$ cat src/rtl/hwas_pkg.sv
// package for the heater warmup and arc sequencer
// request and result types, config set, mode codes and fixed heater codes
// no dependencies
package hwas_pkg;

    localparam int CFG_W       = 16;
    localparam int CFG_IDX_W   = 3;
    localparam int ARC_CNT_W   = 8;
    localparam int FLASH_W     = 6;
    localparam int CODE_W      = 16;
    localparam int MODE_W      = 2;
    localparam int COUNT_WIDTH_DEFAULT = 16;

    // mode codes
    localparam logic [MODE_W-1:0] MODE_STARTUP  = 2'd0;
    localparam logic [MODE_W-1:0] MODE_WARMUP   = 2'd1;
    localparam logic [MODE_W-1:0] MODE_READY    = 2'd2;
    localparam logic [MODE_W-1:0] MODE_SHUTDOWN = 2'd3;

    // config register indexes
    localparam logic [CFG_IDX_W-1:0] CFG_WARMUP_DEFAULT  = 3'd0;
    localparam logic [CFG_IDX_W-1:0] CFG_WARMUP_RECOVERY = 3'd1;
    localparam logic [CFG_IDX_W-1:0] CFG_WARMUP_SHORT    = 3'd2;
    localparam logic [CFG_IDX_W-1:0] CFG_HV_ON_DELAY     = 3'd3;
    localparam logic [CFG_IDX_W-1:0] CFG_BACKOFF_WINDOW  = 3'd4;
    localparam logic [CFG_IDX_W-1:0] CFG_ARC_WINDOW_MIN  = 3'd5;
    localparam logic [CFG_IDX_W-1:0] CFG_ARC_WINDOW_MAX  = 3'd6;
    localparam logic [CFG_IDX_W-1:0] CFG_ARCS_REPEATED   = 3'd7;

    // config reset values
    localparam logic [CFG_W-1:0]     RST_WARMUP_DEFAULT  = 16'd18000;
    localparam logic [CFG_W-1:0]     RST_WARMUP_RECOVERY = 16'd1000;
    localparam logic [CFG_W-1:0]     RST_WARMUP_SHORT    = 16'd6000;
    localparam logic [CFG_W-1:0]     RST_HV_ON_DELAY     = 16'd500;
    localparam logic [CFG_W-1:0]     RST_BACKOFF_WINDOW  = 16'd6000;
    localparam logic [CFG_W-1:0]     RST_ARC_WINDOW_MIN  = 16'd100;
    localparam logic [CFG_W-1:0]     RST_ARC_WINDOW_MAX  = 16'd200;
    localparam logic [ARC_CNT_W-1:0] RST_ARCS_REPEATED   = 8'd5;

    // heater dac codes
    localparam logic [CODE_W-1:0] DEFAULT_HEATER_CODE = 16'd6300;
    localparam logic [CODE_W-1:0] FAST_HEATER_CODE    = 16'd7000;
    localparam logic [CODE_W-1:0] BACKOFF_HEATER_CODE = 16'd5000;

    // led flash periods in ticks
    localparam logic [FLASH_W-1:0] FLASH_FIRST  = 6'd10;
    localparam logic [FLASH_W-1:0] FLASH_RELOAD = 6'd50;

    typedef struct packed {
        logic tick;
        logic pulse_edge;
        logic arc_edge;
        logic fault_assert;
        logic fault_clear;
        logic fast_heat;
        logic short_reset_n;
        logic heater_sum_fault;
        logic heater_overcurrent;
        logic heater_undercurrent;
    } t_req;

    typedef struct packed {
        logic [MODE_W-1:0] ctrl_state;
        logic              standby;
        logic              heater_enable_n;
        logic              hv_on;
        logic              grid_enable;
        logic              reset_detect;
        logic              heater_led;
        logic              arc_fault_strobe;
        logic [CODE_W-1:0] heater_code;
    } t_rsp;

    typedef struct packed {
        logic [CFG_W-1:0]     warmup_default_ticks;
        logic [CFG_W-1:0]     warmup_recovery_ticks;
        logic [CFG_W-1:0]     warmup_short_ticks;
        logic [CFG_W-1:0]     hv_on_delay_ticks;
        logic [CFG_W-1:0]     backoff_window_ticks;
        logic [CFG_W-1:0]     arc_window_min_ticks;
        logic [CFG_W-1:0]     arc_window_max_ticks;
        logic [ARC_CNT_W-1:0] arc_limit;
    } t_cfg;

endpackage

$ cat src/rtl/heater_warmup_arc_sequencer_top.sv
// the result for a request is registered and shown in the cycle after it is accepted
// throughput: one request per cycle while the output side is ready; the sequencer state updates in the accept cycle
// a held result stalls input only when the output side is not ready to take it
// reset: synchronous, active low; mode startup, config registers at their defaults
// top level of the heater warmup and arc sequencer; depends on hwas_pkg, hwas_core
module heater_warmup_arc_sequencer_top
    import hwas_pkg::*;
#(
    parameter int COUNT_WIDTH = COUNT_WIDTH_DEFAULT
) (
    input  logic                 i_clk,
    input  logic                 i_rst_n,
    // request channel
    input  logic                 i_in_valid,
    output logic                 o_in_ready,
    input  t_req                 i_in_data,
    // result channel
    output logic                 o_out_valid,
    input  logic                 i_out_ready,
    output t_rsp                 o_out_data,
    // config write port
    input  logic                 i_cfg_we,
    input  logic [CFG_IDX_W-1:0] i_cfg_idx,
    input  logic [CFG_W-1:0]     i_cfg_data
);

    // configuration register bank
    t_cfg r_cfg;

    // output stage: one result register with its valid flag
    logic r_out_valid;
    t_rsp r_out;
    t_rsp core_rsp;
    logic in_accept;

    // a new request may enter whenever the result register is empty or being drained
    assign o_in_ready  = !r_out_valid || i_out_ready;
    assign in_accept   = i_in_valid && o_in_ready;
    assign o_out_valid = r_out_valid;
    assign o_out_data  = r_out;

    // config writes land immediately; index decode is full over the 3-bit space
    always_ff @(posedge i_clk) begin
        if (!i_rst_n) begin
            r_cfg.warmup_default_ticks  <= RST_WARMUP_DEFAULT;
            r_cfg.warmup_recovery_ticks <= RST_WARMUP_RECOVERY;
            r_cfg.warmup_short_ticks    <= RST_WARMUP_SHORT;
            r_cfg.hv_on_delay_ticks     <= RST_HV_ON_DELAY;
            r_cfg.backoff_window_ticks  <= RST_BACKOFF_WINDOW;
            r_cfg.arc_window_min_ticks  <= RST_ARC_WINDOW_MIN;
            r_cfg.arc_window_max_ticks  <= RST_ARC_WINDOW_MAX;
            r_cfg.arc_limit             <= RST_ARCS_REPEATED;
        end else if (i_cfg_we) begin
            unique case (i_cfg_idx)
                CFG_WARMUP_DEFAULT:  r_cfg.warmup_default_ticks  <= i_cfg_data;
                CFG_WARMUP_RECOVERY: r_cfg.warmup_recovery_ticks <= i_cfg_data;
                CFG_WARMUP_SHORT:    r_cfg.warmup_short_ticks    <= i_cfg_data;
                CFG_HV_ON_DELAY:     r_cfg.hv_on_delay_ticks     <= i_cfg_data;
                CFG_BACKOFF_WINDOW:  r_cfg.backoff_window_ticks  <= i_cfg_data;
                CFG_ARC_WINDOW_MIN:  r_cfg.arc_window_min_ticks  <= i_cfg_data;
                CFG_ARC_WINDOW_MAX:  r_cfg.arc_window_max_ticks  <= i_cfg_data;
                CFG_ARCS_REPEATED:   r_cfg.arc_limit             <= i_cfg_data[ARC_CNT_W-1:0];
                default: ;
            endcase
        end
    end

    // sequencer: state advances on each accepted request, result computed alongside
    hwas_core #(
        .COUNT_WIDTH (COUNT_WIDTH)
    ) u_core (
        .i_clk   (i_clk),
        .i_rst_n (i_rst_n),
        .i_step  (in_accept),
        .i_req   (i_in_data),
        .i_cfg   (r_cfg),
        .o_rsp   (core_rsp)
    );

    // result register
    always_ff @(posedge i_clk) begin
        if (!i_rst_n) begin
            r_out_valid <= 1'b0;
        end else if (in_accept) begin
            r_out_valid <= 1'b1;
        end else if (i_out_ready) begin
            r_out_valid <= 1'b0;
        end
    end

    always_ff @(posedge i_clk) begin
        if (in_accept) begin
            r_out <= core_rsp;
        end
    end

`ifndef ASSERT_OFF
    // every accepted request produces a result in the next cycle
    a_accept_gives_result: assert property (@(posedge i_clk) disable iff (!i_rst_n)
        in_accept |=> o_out_valid)
        else $error("accepted request produced no result");

    // shutdown results always show high voltage, grid and heater off
    a_shutdown_pins: assert property (@(posedge i_clk) disable iff (!i_rst_n)
        (o_out_valid && (o_out_data.ctrl_state == MODE_SHUTDOWN))
            |-> (!o_out_data.hv_on && !o_out_data.grid_enable && o_out_data.heater_enable_n))
        else $error("shutdown result with hv, grid or heater on");

    // arc fault strobe only from ready, which a fault edge may leave in the same request
    a_strobe_ready: assert property (@(posedge i_clk) disable iff (!i_rst_n)
        (o_out_valid && o_out_data.arc_fault_strobe)
            |-> ((o_out_data.ctrl_state == MODE_READY)
                 || (o_out_data.ctrl_state == MODE_SHUTDOWN)))
        else $error("arc fault strobe outside ready");

    // standby is high exactly during warmup
    a_standby_warmup: assert property (@(posedge i_clk) disable iff (!i_rst_n)
        o_out_valid |-> (o_out_data.standby == (o_out_data.ctrl_state == MODE_WARMUP)))
        else $error("standby level does not match warmup mode");
`endif

endmodule

$ cat src/rtl/hwas_core.sv
// sequencer state and next-state logic for the heater warmup and arc sequencer
// holds mode, counters and pin levels; gives the result for the request in flight
// depends on hwas_pkg
module hwas_core
    import hwas_pkg::*;
#(
    parameter int COUNT_WIDTH = COUNT_WIDTH_DEFAULT
) (
    input  logic i_clk,
    input  logic i_rst_n,
    input  logic i_step,
    input  t_req i_req,
    input  t_cfg i_cfg,
    output t_rsp o_rsp
);

    localparam int CW   = COUNT_WIDTH;
    localparam int CMPW = (CW > CFG_W) ? CW : CFG_W;

    logic [MODE_W-1:0]    r_mode,        n_mode;
    logic [CW-1:0]        r_warm_cnt,    n_warm_cnt;
    logic [FLASH_W-1:0]   r_flash_cnt,   n_flash_cnt;
    logic                 r_flash_lvl,   n_flash_lvl;
    logic [CW-1:0]        r_backoff_cnt, n_backoff_cnt;
    logic [ARC_CNT_W-1:0] r_arc_cnt,     n_arc_cnt;
    logic [CW-1:0]        r_arc_elapsed, n_arc_elapsed;
    logic [CODE_W-1:0]    r_heater,      n_heater;
    logic                 r_standby,     n_standby;
    logic                 r_heater_n,    n_heater_n;
    logic                 r_hv,          n_hv;
    logic                 r_grid,        n_grid;
    logic                 r_rst_det,     n_rst_det;
    logic                 strobe;
    logic                 htr_fault;

    // register values cut or widened to counter width
    logic [CW-1:0] ld_default, ld_recovery, ld_short, ld_backoff;

    assign ld_default  = CW'(i_cfg.warmup_default_ticks);
    assign ld_recovery = CW'(i_cfg.warmup_recovery_ticks);
    assign ld_short    = CW'(i_cfg.warmup_short_ticks);
    assign ld_backoff  = CW'(i_cfg.backoff_window_ticks);
    assign htr_fault   = i_req.heater_sum_fault | i_req.heater_overcurrent
                       | i_req.heater_undercurrent;

    always_comb begin
        n_mode        = r_mode;
        n_warm_cnt    = r_warm_cnt;
        n_flash_cnt   = r_flash_cnt;
        n_flash_lvl   = r_flash_lvl;
        n_backoff_cnt = r_backoff_cnt;
        n_arc_cnt     = r_arc_cnt;
        n_arc_elapsed = r_arc_elapsed;
        n_heater      = r_heater;
        n_standby     = r_standby;
        n_heater_n    = r_heater_n;
        n_hv          = r_hv;
        n_grid        = r_grid;
        n_rst_det     = r_rst_det;
        strobe        = 1'b0;

        unique case (r_mode)
            MODE_STARTUP: begin
                n_warm_cnt  = i_req.short_reset_n ? ld_default : ld_recovery;
                n_grid      = 1'b1;
                n_hv        = 1'b0;
                n_mode      = MODE_WARMUP;
                n_flash_cnt = FLASH_FIRST;
                n_standby   = 1'b1;
                n_heater_n  = 1'b0;
            end
            MODE_WARMUP: begin
                if (i_req.tick) begin
                    if (r_warm_cnt != '0) n_warm_cnt = r_warm_cnt - 1'b1;
                    if (r_flash_cnt != '0) n_flash_cnt = r_flash_cnt - 1'b1;
                end
                if (n_flash_cnt == '0) begin
                    n_flash_cnt = FLASH_RELOAD;
                    n_flash_lvl = ~r_flash_lvl;
                end
                // fast heat applies once per warmup
                if (i_req.fast_heat && (r_heater != FAST_HEATER_CODE)) begin
                    n_heater = FAST_HEATER_CODE;
                    if (n_warm_cnt > ld_short) n_warm_cnt = ld_short;
                end
                if (CMPW'(n_warm_cnt) <= CMPW'(i_cfg.hv_on_delay_ticks)) n_hv = 1'b1;
                if (i_req.fault_assert) begin
                    n_mode     = MODE_SHUTDOWN;
                    n_hv       = 1'b0;
                    n_heater_n = 1'b1;
                    n_grid     = 1'b0;
                    n_standby  = 1'b0;
                end else if (n_warm_cnt == '0) begin
                    n_heater      = DEFAULT_HEATER_CODE;
                    n_warm_cnt    = ld_default;
                    n_standby     = 1'b0;
                    n_rst_det     = 1'b1;
                    n_backoff_cnt = ld_backoff;
                    n_mode        = MODE_READY;
                end
            end
            MODE_READY: begin
                if (i_req.arc_edge && (r_arc_cnt != '1)) n_arc_cnt = r_arc_cnt + 1'b1;
                if (i_req.pulse_edge) begin
                    n_backoff_cnt = ld_backoff;
                    n_heater      = DEFAULT_HEATER_CODE;
                end
                if (i_req.tick) begin
                    if (n_backoff_cnt != '0) n_backoff_cnt = n_backoff_cnt - 1'b1;
                    if (n_backoff_cnt == '0) n_heater = BACKOFF_HEATER_CODE;
                    if (n_arc_cnt != '0) begin
                        if (r_arc_elapsed != '1) n_arc_elapsed = r_arc_elapsed + 1'b1;
                    end else begin
                        n_arc_elapsed = '0;
                    end
                end
                if (CMPW'(n_arc_elapsed) >= CMPW'(i_cfg.arc_window_min_ticks)) begin
                    if (n_arc_cnt >= i_cfg.arc_limit) strobe = 1'b1;
                    if (CMPW'(n_arc_elapsed) >= CMPW'(i_cfg.arc_window_max_ticks)) begin
                        n_arc_cnt = '0;
                    end
                end
                if (i_req.fault_assert) begin
                    n_mode     = MODE_SHUTDOWN;
                    n_hv       = 1'b0;
                    n_heater_n = 1'b1;
                    n_grid     = 1'b0;
                    n_standby  = 1'b0;
                end
            end
            default: begin
                // shutdown: voltage fault removal restarts warmup
                if (i_req.fault_clear) begin
                    n_grid      = 1'b1;
                    n_heater    = DEFAULT_HEATER_CODE;
                    n_mode      = MODE_WARMUP;
                    n_flash_cnt = FLASH_FIRST;
                    n_standby   = 1'b1;
                    n_heater_n  = 1'b0;
                end
            end
        endcase
    end

    always_comb begin
        o_rsp.ctrl_state       = n_mode;
        o_rsp.standby          = n_standby;
        o_rsp.heater_enable_n  = n_heater_n;
        o_rsp.hv_on            = n_hv;
        o_rsp.grid_enable      = n_grid;
        o_rsp.reset_detect     = n_rst_det;
        o_rsp.heater_led       = htr_fault | ((n_mode == MODE_WARMUP) & n_flash_lvl);
        o_rsp.arc_fault_strobe = strobe;
        o_rsp.heater_code      = n_heater;
    end

    always_ff @(posedge i_clk) begin
        if (!i_rst_n) begin
            r_mode        <= MODE_STARTUP;
            r_warm_cnt    <= '0;
            r_flash_cnt   <= FLASH_FIRST;
            r_flash_lvl   <= 1'b0;
            r_backoff_cnt <= CW'(RST_BACKOFF_WINDOW);
            r_arc_cnt     <= '0;
            r_arc_elapsed <= '0;
            r_heater      <= DEFAULT_HEATER_CODE;
            r_standby     <= 1'b0;
            r_heater_n    <= 1'b1;
            r_hv          <= 1'b0;
            r_grid        <= 1'b1;
            r_rst_det     <= 1'b0;
        end else if (i_step) begin
            r_mode        <= n_mode;
            r_warm_cnt    <= n_warm_cnt;
            r_flash_cnt   <= n_flash_cnt;
            r_flash_lvl   <= n_flash_lvl;
            r_backoff_cnt <= n_backoff_cnt;
            r_arc_cnt     <= n_arc_cnt;
            r_arc_elapsed <= n_arc_elapsed;
            r_heater      <= n_heater;
            r_standby     <= n_standby;
            r_heater_n    <= n_heater_n;
            r_hv          <= n_hv;
            r_grid        <= n_grid;
            r_rst_det     <= n_rst_det;
        end
    end

endmodule
$ cat config.mk
export PLATFORM = sky130hd
export DESIGN_NAME = heater_warmup_arc_sequencer_top
export DESIGN_NICKNAME = d
export VERILOG_FILES = /design/src/rtl/hwas_pkg.sv /design/src/rtl/heater_warmup_arc_sequencer_top.sv /design/src/rtl/hwas_core.sv
export SDC_FILE = /design/constraint.sdc
export NUM_CORES = 1
export LEC_CHECK = 0
export ABC_AREA = 1
export BUFFER_PORTS_ARGS = -buffer_cell sky130_fd_sc_hd__buf_4
export CAP_MARGIN = 10
export CORE_MARGIN = 2
export CORE_UTILIZATION = 29
export DETAILED_ROUTE_END_ITERATION = 8
export GPL_ROUTABILITY_DRIVEN = 1
export PLACE_DENSITY_LB_ADDON = 0.15
export SETUP_SLACK_MARGIN = 0.02
export SYNTH_ARGS = -nofsm -noshare
export SYNTH_HDL_FRONTEND = slang
export SYNTH_SLANG_ARGS = --single-unit
$ cat constraint.sdc
create_clock -name i_clk -period 8.25 [get_ports i_clk]
set_input_delay 0.4125 -clock i_clk [delete_from_list [all_inputs] [get_ports i_clk]]
set_output_delay 0.4125 -clock i_clk [all_outputs]
set_load 0.02 [all_outputs]
======== Yosys cells after proc, flatten, opt, wreduce, memory -nomap -nowiden ========
Index checks and enable logic that the tools add are counted.
storage, ports and cells
  register bits after elaboration ......... 232
  bits in latches ......................... 0
  bits in writable memories ............... 0
  bits in read-only memories .............. 0
  input port bits ......................... 34
  output and inout port bits .............. 27
  word-level logic and storage cells ...... 163
  memories kept ........................... 0
cells by class
  add/sub/neg operators ................... 5
  $mul .................................... 0
  divide/modulo/power cells ............... 0
  magnitude comparators ................... 5
  equality and inequality tests ........... 15
  shift operators ......................... 0
  mux-type cells .......................... 69
  bitwise operators ....................... 6
  reductions and logical operators ........ 32
operator list
  cell                                                                   count
  16-bit 2-to-1 mux                                                      28
  16-bit one-hot mux with 2 select lines                                 2
  16-bit one-hot mux with 3 select lines                                 1
  16-bit greater-or-equal comparator                                     2
  16-bit zero test                                                       2
  8-bit 2-to-1 mux                                                       4
  16-bit nonzero test                                                    2
  16-bit by 1-bit subtractor with 16-bit output (second input constant)  2
  6-bit 2-to-1 mux                                                       5
  2-bit AND reduction                                                    11
  1-bit 2-to-1 mux                                                       19
  6-bit one-hot mux with 3 select lines                                  1
  16-bit by 1-bit adder with 16-bit output (second input constant)       1
  16-bit > comparator                                                    1
  16-bit less-or-equal comparator                                        1
  16-bit by 13-bit != test with 1-bit output (second input constant)     1
  16-bit != test (second input constant)                                 1
  3-bit == test (second input constant)                                  4
  8-bit by 1-bit adder with 8-bit output (second input constant)         1
  8-bit greater-or-equal comparator                                      1
  2-bit 2-to-1 mux                                                       4
  8-bit != test (second input constant)                                  1
  8-bit nonzero test                                                     1
  3-bit by 2-bit == test with 1-bit output (second input constant)       2
  other kinds (24)                                                       34

======== Logic depth before layout (Yosys ltp) ========
  depth after elaboration ................. 15
  gate-level depth with buffers ........... 35
  gate-level depth less buffers ........... 34

======== Cells and area by module ========
A second synthesis with hierarchy kept.
second synthesis, totals
  cells, all modules ...................... 2304
  area, all modules ....................... 14759.2 µm²
by module, submodules not included
  module                           instances  cells each  area each (µm²)  sequential area each (µm²)
  hwas_core                        1          1627        9364.0           1721.7
  heater_warmup_arc_sequencer_top  1          677         5395.2           3173.0

======== Worst setup path after synthesis ========
No wires, ideal clock.
  kind .................................... reg2reg
  start point ............................. register u_core.r_warm_cnt[0]
  end point ............................... register u_core.r_hv
  setup time .............................. 0.116 ns
  arrival ................................. 3.556 ns
  required time ........................... 8.134 ns
  setup slack ............................. 4.578 ns
  cell stages (with the launch flop) ...... 34
  path buffers ............................ 2
  clock period less this slack ............ 3.672 ns
  cells stage by stage .................... dfxtp_1 > inv_1 > ha_1 > nand2_2 > nor2_2 > nand2_2 > buf_6 > nand3_1 > nand2_1 > nand2_1 > inv_1 > ha_1 > nand2_1 > nor2_1 > nand2_1 > nor2_1 > nor2_4 > nand2_4 > buf_6 > nand2_1 > nand2_1 > inv_1 > ha_1 > inv_1 > a21oi_1 > o21a_1 > o221ai_1 > nand2_1 > o2111ai_1 > o41ai_1 > nand3_1 > nand2_1 > o21ai_0 > inv_1
RTL lines
  element                   line              source
  start: declaration        hwas_core.sv:21   logic [CW-1:0] r_warm_cnt, n_warm_cnt;
  start signal: assignment  hwas_core.sv:174  r_warm_cnt <= n_warm_cnt;
  end signal: assignment    hwas_core.sv:183  r_hv <= n_hv;
  end: declaration          hwas_core.sv:30   logic r_hv, n_hv;

==> flow_summary.yaml <==
synth:
  syn_avg_cell_area_sq_um: 6.69
  syn-instance-count: 2101
  synth_flop_cell: "dfxtp_1"
  synth_top_area_cell: "dfxtp_1"
  synth_nets: 2217
  synthTopCellsByArea: "dfxtp_1, nand2_1, inv_1"
  async_flop_share_pct: 0
  ys_types: 52
  synthTopCellsByCount: "nand2_1, inv_1, nor2_1"
  synth.yosys.warnings: 0
  ys_seq_elements: 232
  netlist_area_sq_mm: 0.0141
  synth.top_cell.area_share_pct: 29.5
  synth.most_common_cell: "nand2_1"
  synth_edf_count: 25
  yosysSeqAreaShare_pct: 34.8
setup_path:
  crit_slowest_cell: "o41ai_1"
  crit_family: "simple AND/OR/NAND/NOR gates"
  cpPeakStageDelay_ns: 0.58
  critPathMostFrequentCell: "nand2_1"
  critPathKind: "register to register"
  critPathBufInv: 5
  crit_fanout: 17
  end_kind: "register"
  crit_arrival_ns: 5.27
  required_ns: 8.76
  startpoint_type: "register"
place:
  hpwl_um: 31700
  placed_cells: 2706
  pre_cts_ws_ns: 3.50
  port_buffers: 60
  dpl_cell_area_sq_mm: 0.0150
  place.gp.congestion: 0.878
power:
  powerDensity_mw_per_mm2: 202
  leakagePower_nw: 7.56
  peakVddDrop_uv: 140
grt:
  grt_pass1_wl_um: 69800
  grt_max_degree: 93
  grt_use_total_pct: 17.3
  overflow: 0
  first_global_vias: 12625
  antenna_found_initial: 1
timing:
  final.setup.tns_ns: 0
  slew_viol_final: 0
  period_minus_slack_ns: 4.76
  hold_violations: 0
  period_share_pct: 57.7
  rsz0062_at_grt: "no"
  tightest_slew_ns: 1.07
  max_freq_ghz: 0.210
  skew_ns: 0.0111
  relSlewSlack_pct: 29.0
  setup_slack_ns: 3.49
  setup_violations: 0
cts:
  cts_hold_buf: 0
  path_clk_slew_ns: 0.06
  cts-buffers-inserted: 28
  cts.path.max_buffers: 3
  cts_resized: 0
  cts_tree: "yes"
  cts_sinks: 232
  cts_root_buf: "clkbuf_16"
  clk_latency_ns: 0.57
  postCtsSetupRepairBufs: 0
  htree_levels: 1
layout:
  nFillCells: 5166
  layout-area-overhead-vs-synth_pct: 13.5
  drive_above_1_share_pct: 8.27
  fin_nets: 2237
  antenna_cells: 0
  fin_cells: 2754
  design_area_sq_mm: 0.0160
floorplan:
  ios: 61
  fp.dieH_um: 224
  dieArea_sq_mm: 0.0503
  start_util_pct: 29.4
  fp.coreArea_sq_mm: 0.0478
  fp-row-count: 80
  die_x_um: 224
route:
  drc: 0
  drt_iter0_drc: 854
  antenna_left: 0
  drt-pass1-iter-count: 5
  routed_wl_um: 43700
  wl_per_cell_um: 15.9
  num_vias: 13111
  routed_via_density: 4.76
status:
  outcome: "finished, final reports clean"
flow_run:
  cap_viol_max_count: 0
min_path:
  hp-class: "input pin to register"
path summary, 6_finish.rpt:
| check | start | depth (start not counted) | to | slack (ns) |
|---|---|---|---|---|
| hold reg to reg | u_core.r_backoff_cnt[1] | 2 | u_core.r_backoff_cnt[1] | 0.45 |
| setup / recovery | u_core.r_warm_cnt[0] | 27 | u_core.r_hv | 3.49 |
| hold / removal | i_in_data[0] | 3 | o_out_data[17] | 0.11 |
| setup reg to reg | u_core.r_warm_cnt[0] | 27 | u_core.r_hv | 3.49 |
worst register-to-register path, cell delays in order, from the launching register on:
cell and delay [ns]:
dfxtp_1 0.34, inv_1 0.13, ha_1 0.32, nand2_2 0.12
nor2_2 0.16, nand2_2 0.22, nand3_1 0.16, nand2_1 0.05
nand2_1 0.10, inv_1 0.05, ha_1 0.29, a21oi_1 0.16
o21ai_0 0.11, a21oi_1 0.17, nand2_2 0.27, nand2_4 0.27
nand2_1 0.08, nand2_1 0.08, inv_1 0.07, ha_1 0.29
nand2_1 0.06, inv_1 0.07, nand3_1 0.09, o41ai_1 0.58
nand3_1 0.16, nand2_1 0.15, o21ai_0 0.09, inv_1 0.06
final cells by class:
cell class | instances | area (sq um) | share of cell area (%)
clock inverters | 14 | 184 | 1.15
well taps | 615 | 769 | 4.82
multi-input cells | 1458 | 7550 | 47.3
inverters | 326 | 1230 | 7.70
clock buffers | 34 | 774 | 4.85
flip-flops and latches | 232 | 4890 | 30.7
repair buffers | 75 | 563 | 3.53
cell usage in the layout, fill, tap and decap left out, types with 4 or more instances in the layout:
master       n
nand2_1    452
inv_1      314
nor2_1     230
dfxtp_1    207
o21ai_0    190
a21oi_1    181
nand3_1    115
ha_1        82
buf_4       75
o211ai_1    41
clkbuf_16   29
nand4_1     26
edfxtp_1    25
o21ai_1     19
xor2_1      16
nor3_1      13
nand2_2     13
a21oi_2      8
nand3_2      7
inv_2        7
xnor2_1      6
nor2_2       5
nand3b_1     5
clkinv_1     5
clkinv_2     5
o22ai_1      4
nor2_4       4
nand2_4      4
o21a_1       4
a211oi_1     4
bufinv_16    4
registers in the layout, indices dropped and copies added (netlist names):
register and flops:
o_out_data 25, u_core.r_flash_lvl 1, u_core.r_flash_cnt 6, u_core.r_hv 1, u_core.r_arc_cnt 8, o_out_valid 1, u_core.r_mode 2, u_core.r_standby 1
u_core.r_rst_det 1, u_core.r_warm_cnt 16, u_core.r_arc_elapsed 16, u_core.r_heater_n 1, u_core.r_backoff_cnt 16, u_core.r_grid 1, r_cfg 120, u_core.r_heater 16
per-layer routing:
metal  up-vias  wire, um  GRT usage (%)
met5         -         0              0
met4         0       926           3.74
met3        51      1470           1.93
met2       224     19900           29.3
met1      6000     21400           23.8
li1       6836         -              -
logic make-up (layout without fill, tap and decap cells):
family | after synthesis | in the layout | synth area share (%)
AO/OA/AOI/OAI | 466 | 466 | 18.1
XOR/XNOR | 22 | 22 | 1.37
adder cells (fa/ha/maj) | 82 | 82 | 7.29
buffers and inverters | 411 | 449 | 11.5
flip-flops | 232 | 232 | 34.8
multiplexers | 2 | 2 | 0.142
AND/OR/NAND/NOR | 886 | 886 | 26.8
power by group:
part | leakage, nW | switching (W) | internal (W)
Combinational | 5.15 | 0.000455 | 0.000219
Clock | 0.478 | 0.000521 | 0.000789
Sequential | 1.93 | 0.0000416 | 0.00120
Total | 7.56 | 0.00102 | 0.00221
stage by stage:
step                utilization, %  hold WS [ns]  total power, W
floorplan                        -         0.424         0.00174
global placement              31.4         0.436         0.00194
detailed placement            31.4         0.443         0.00194
CTS                           33.4        0.0831         0.00327
global route                  33.4         0.103         0.00340
finish                        33.4         0.112         0.00323
No activity file was read; power rests on OpenSTA's default activity.
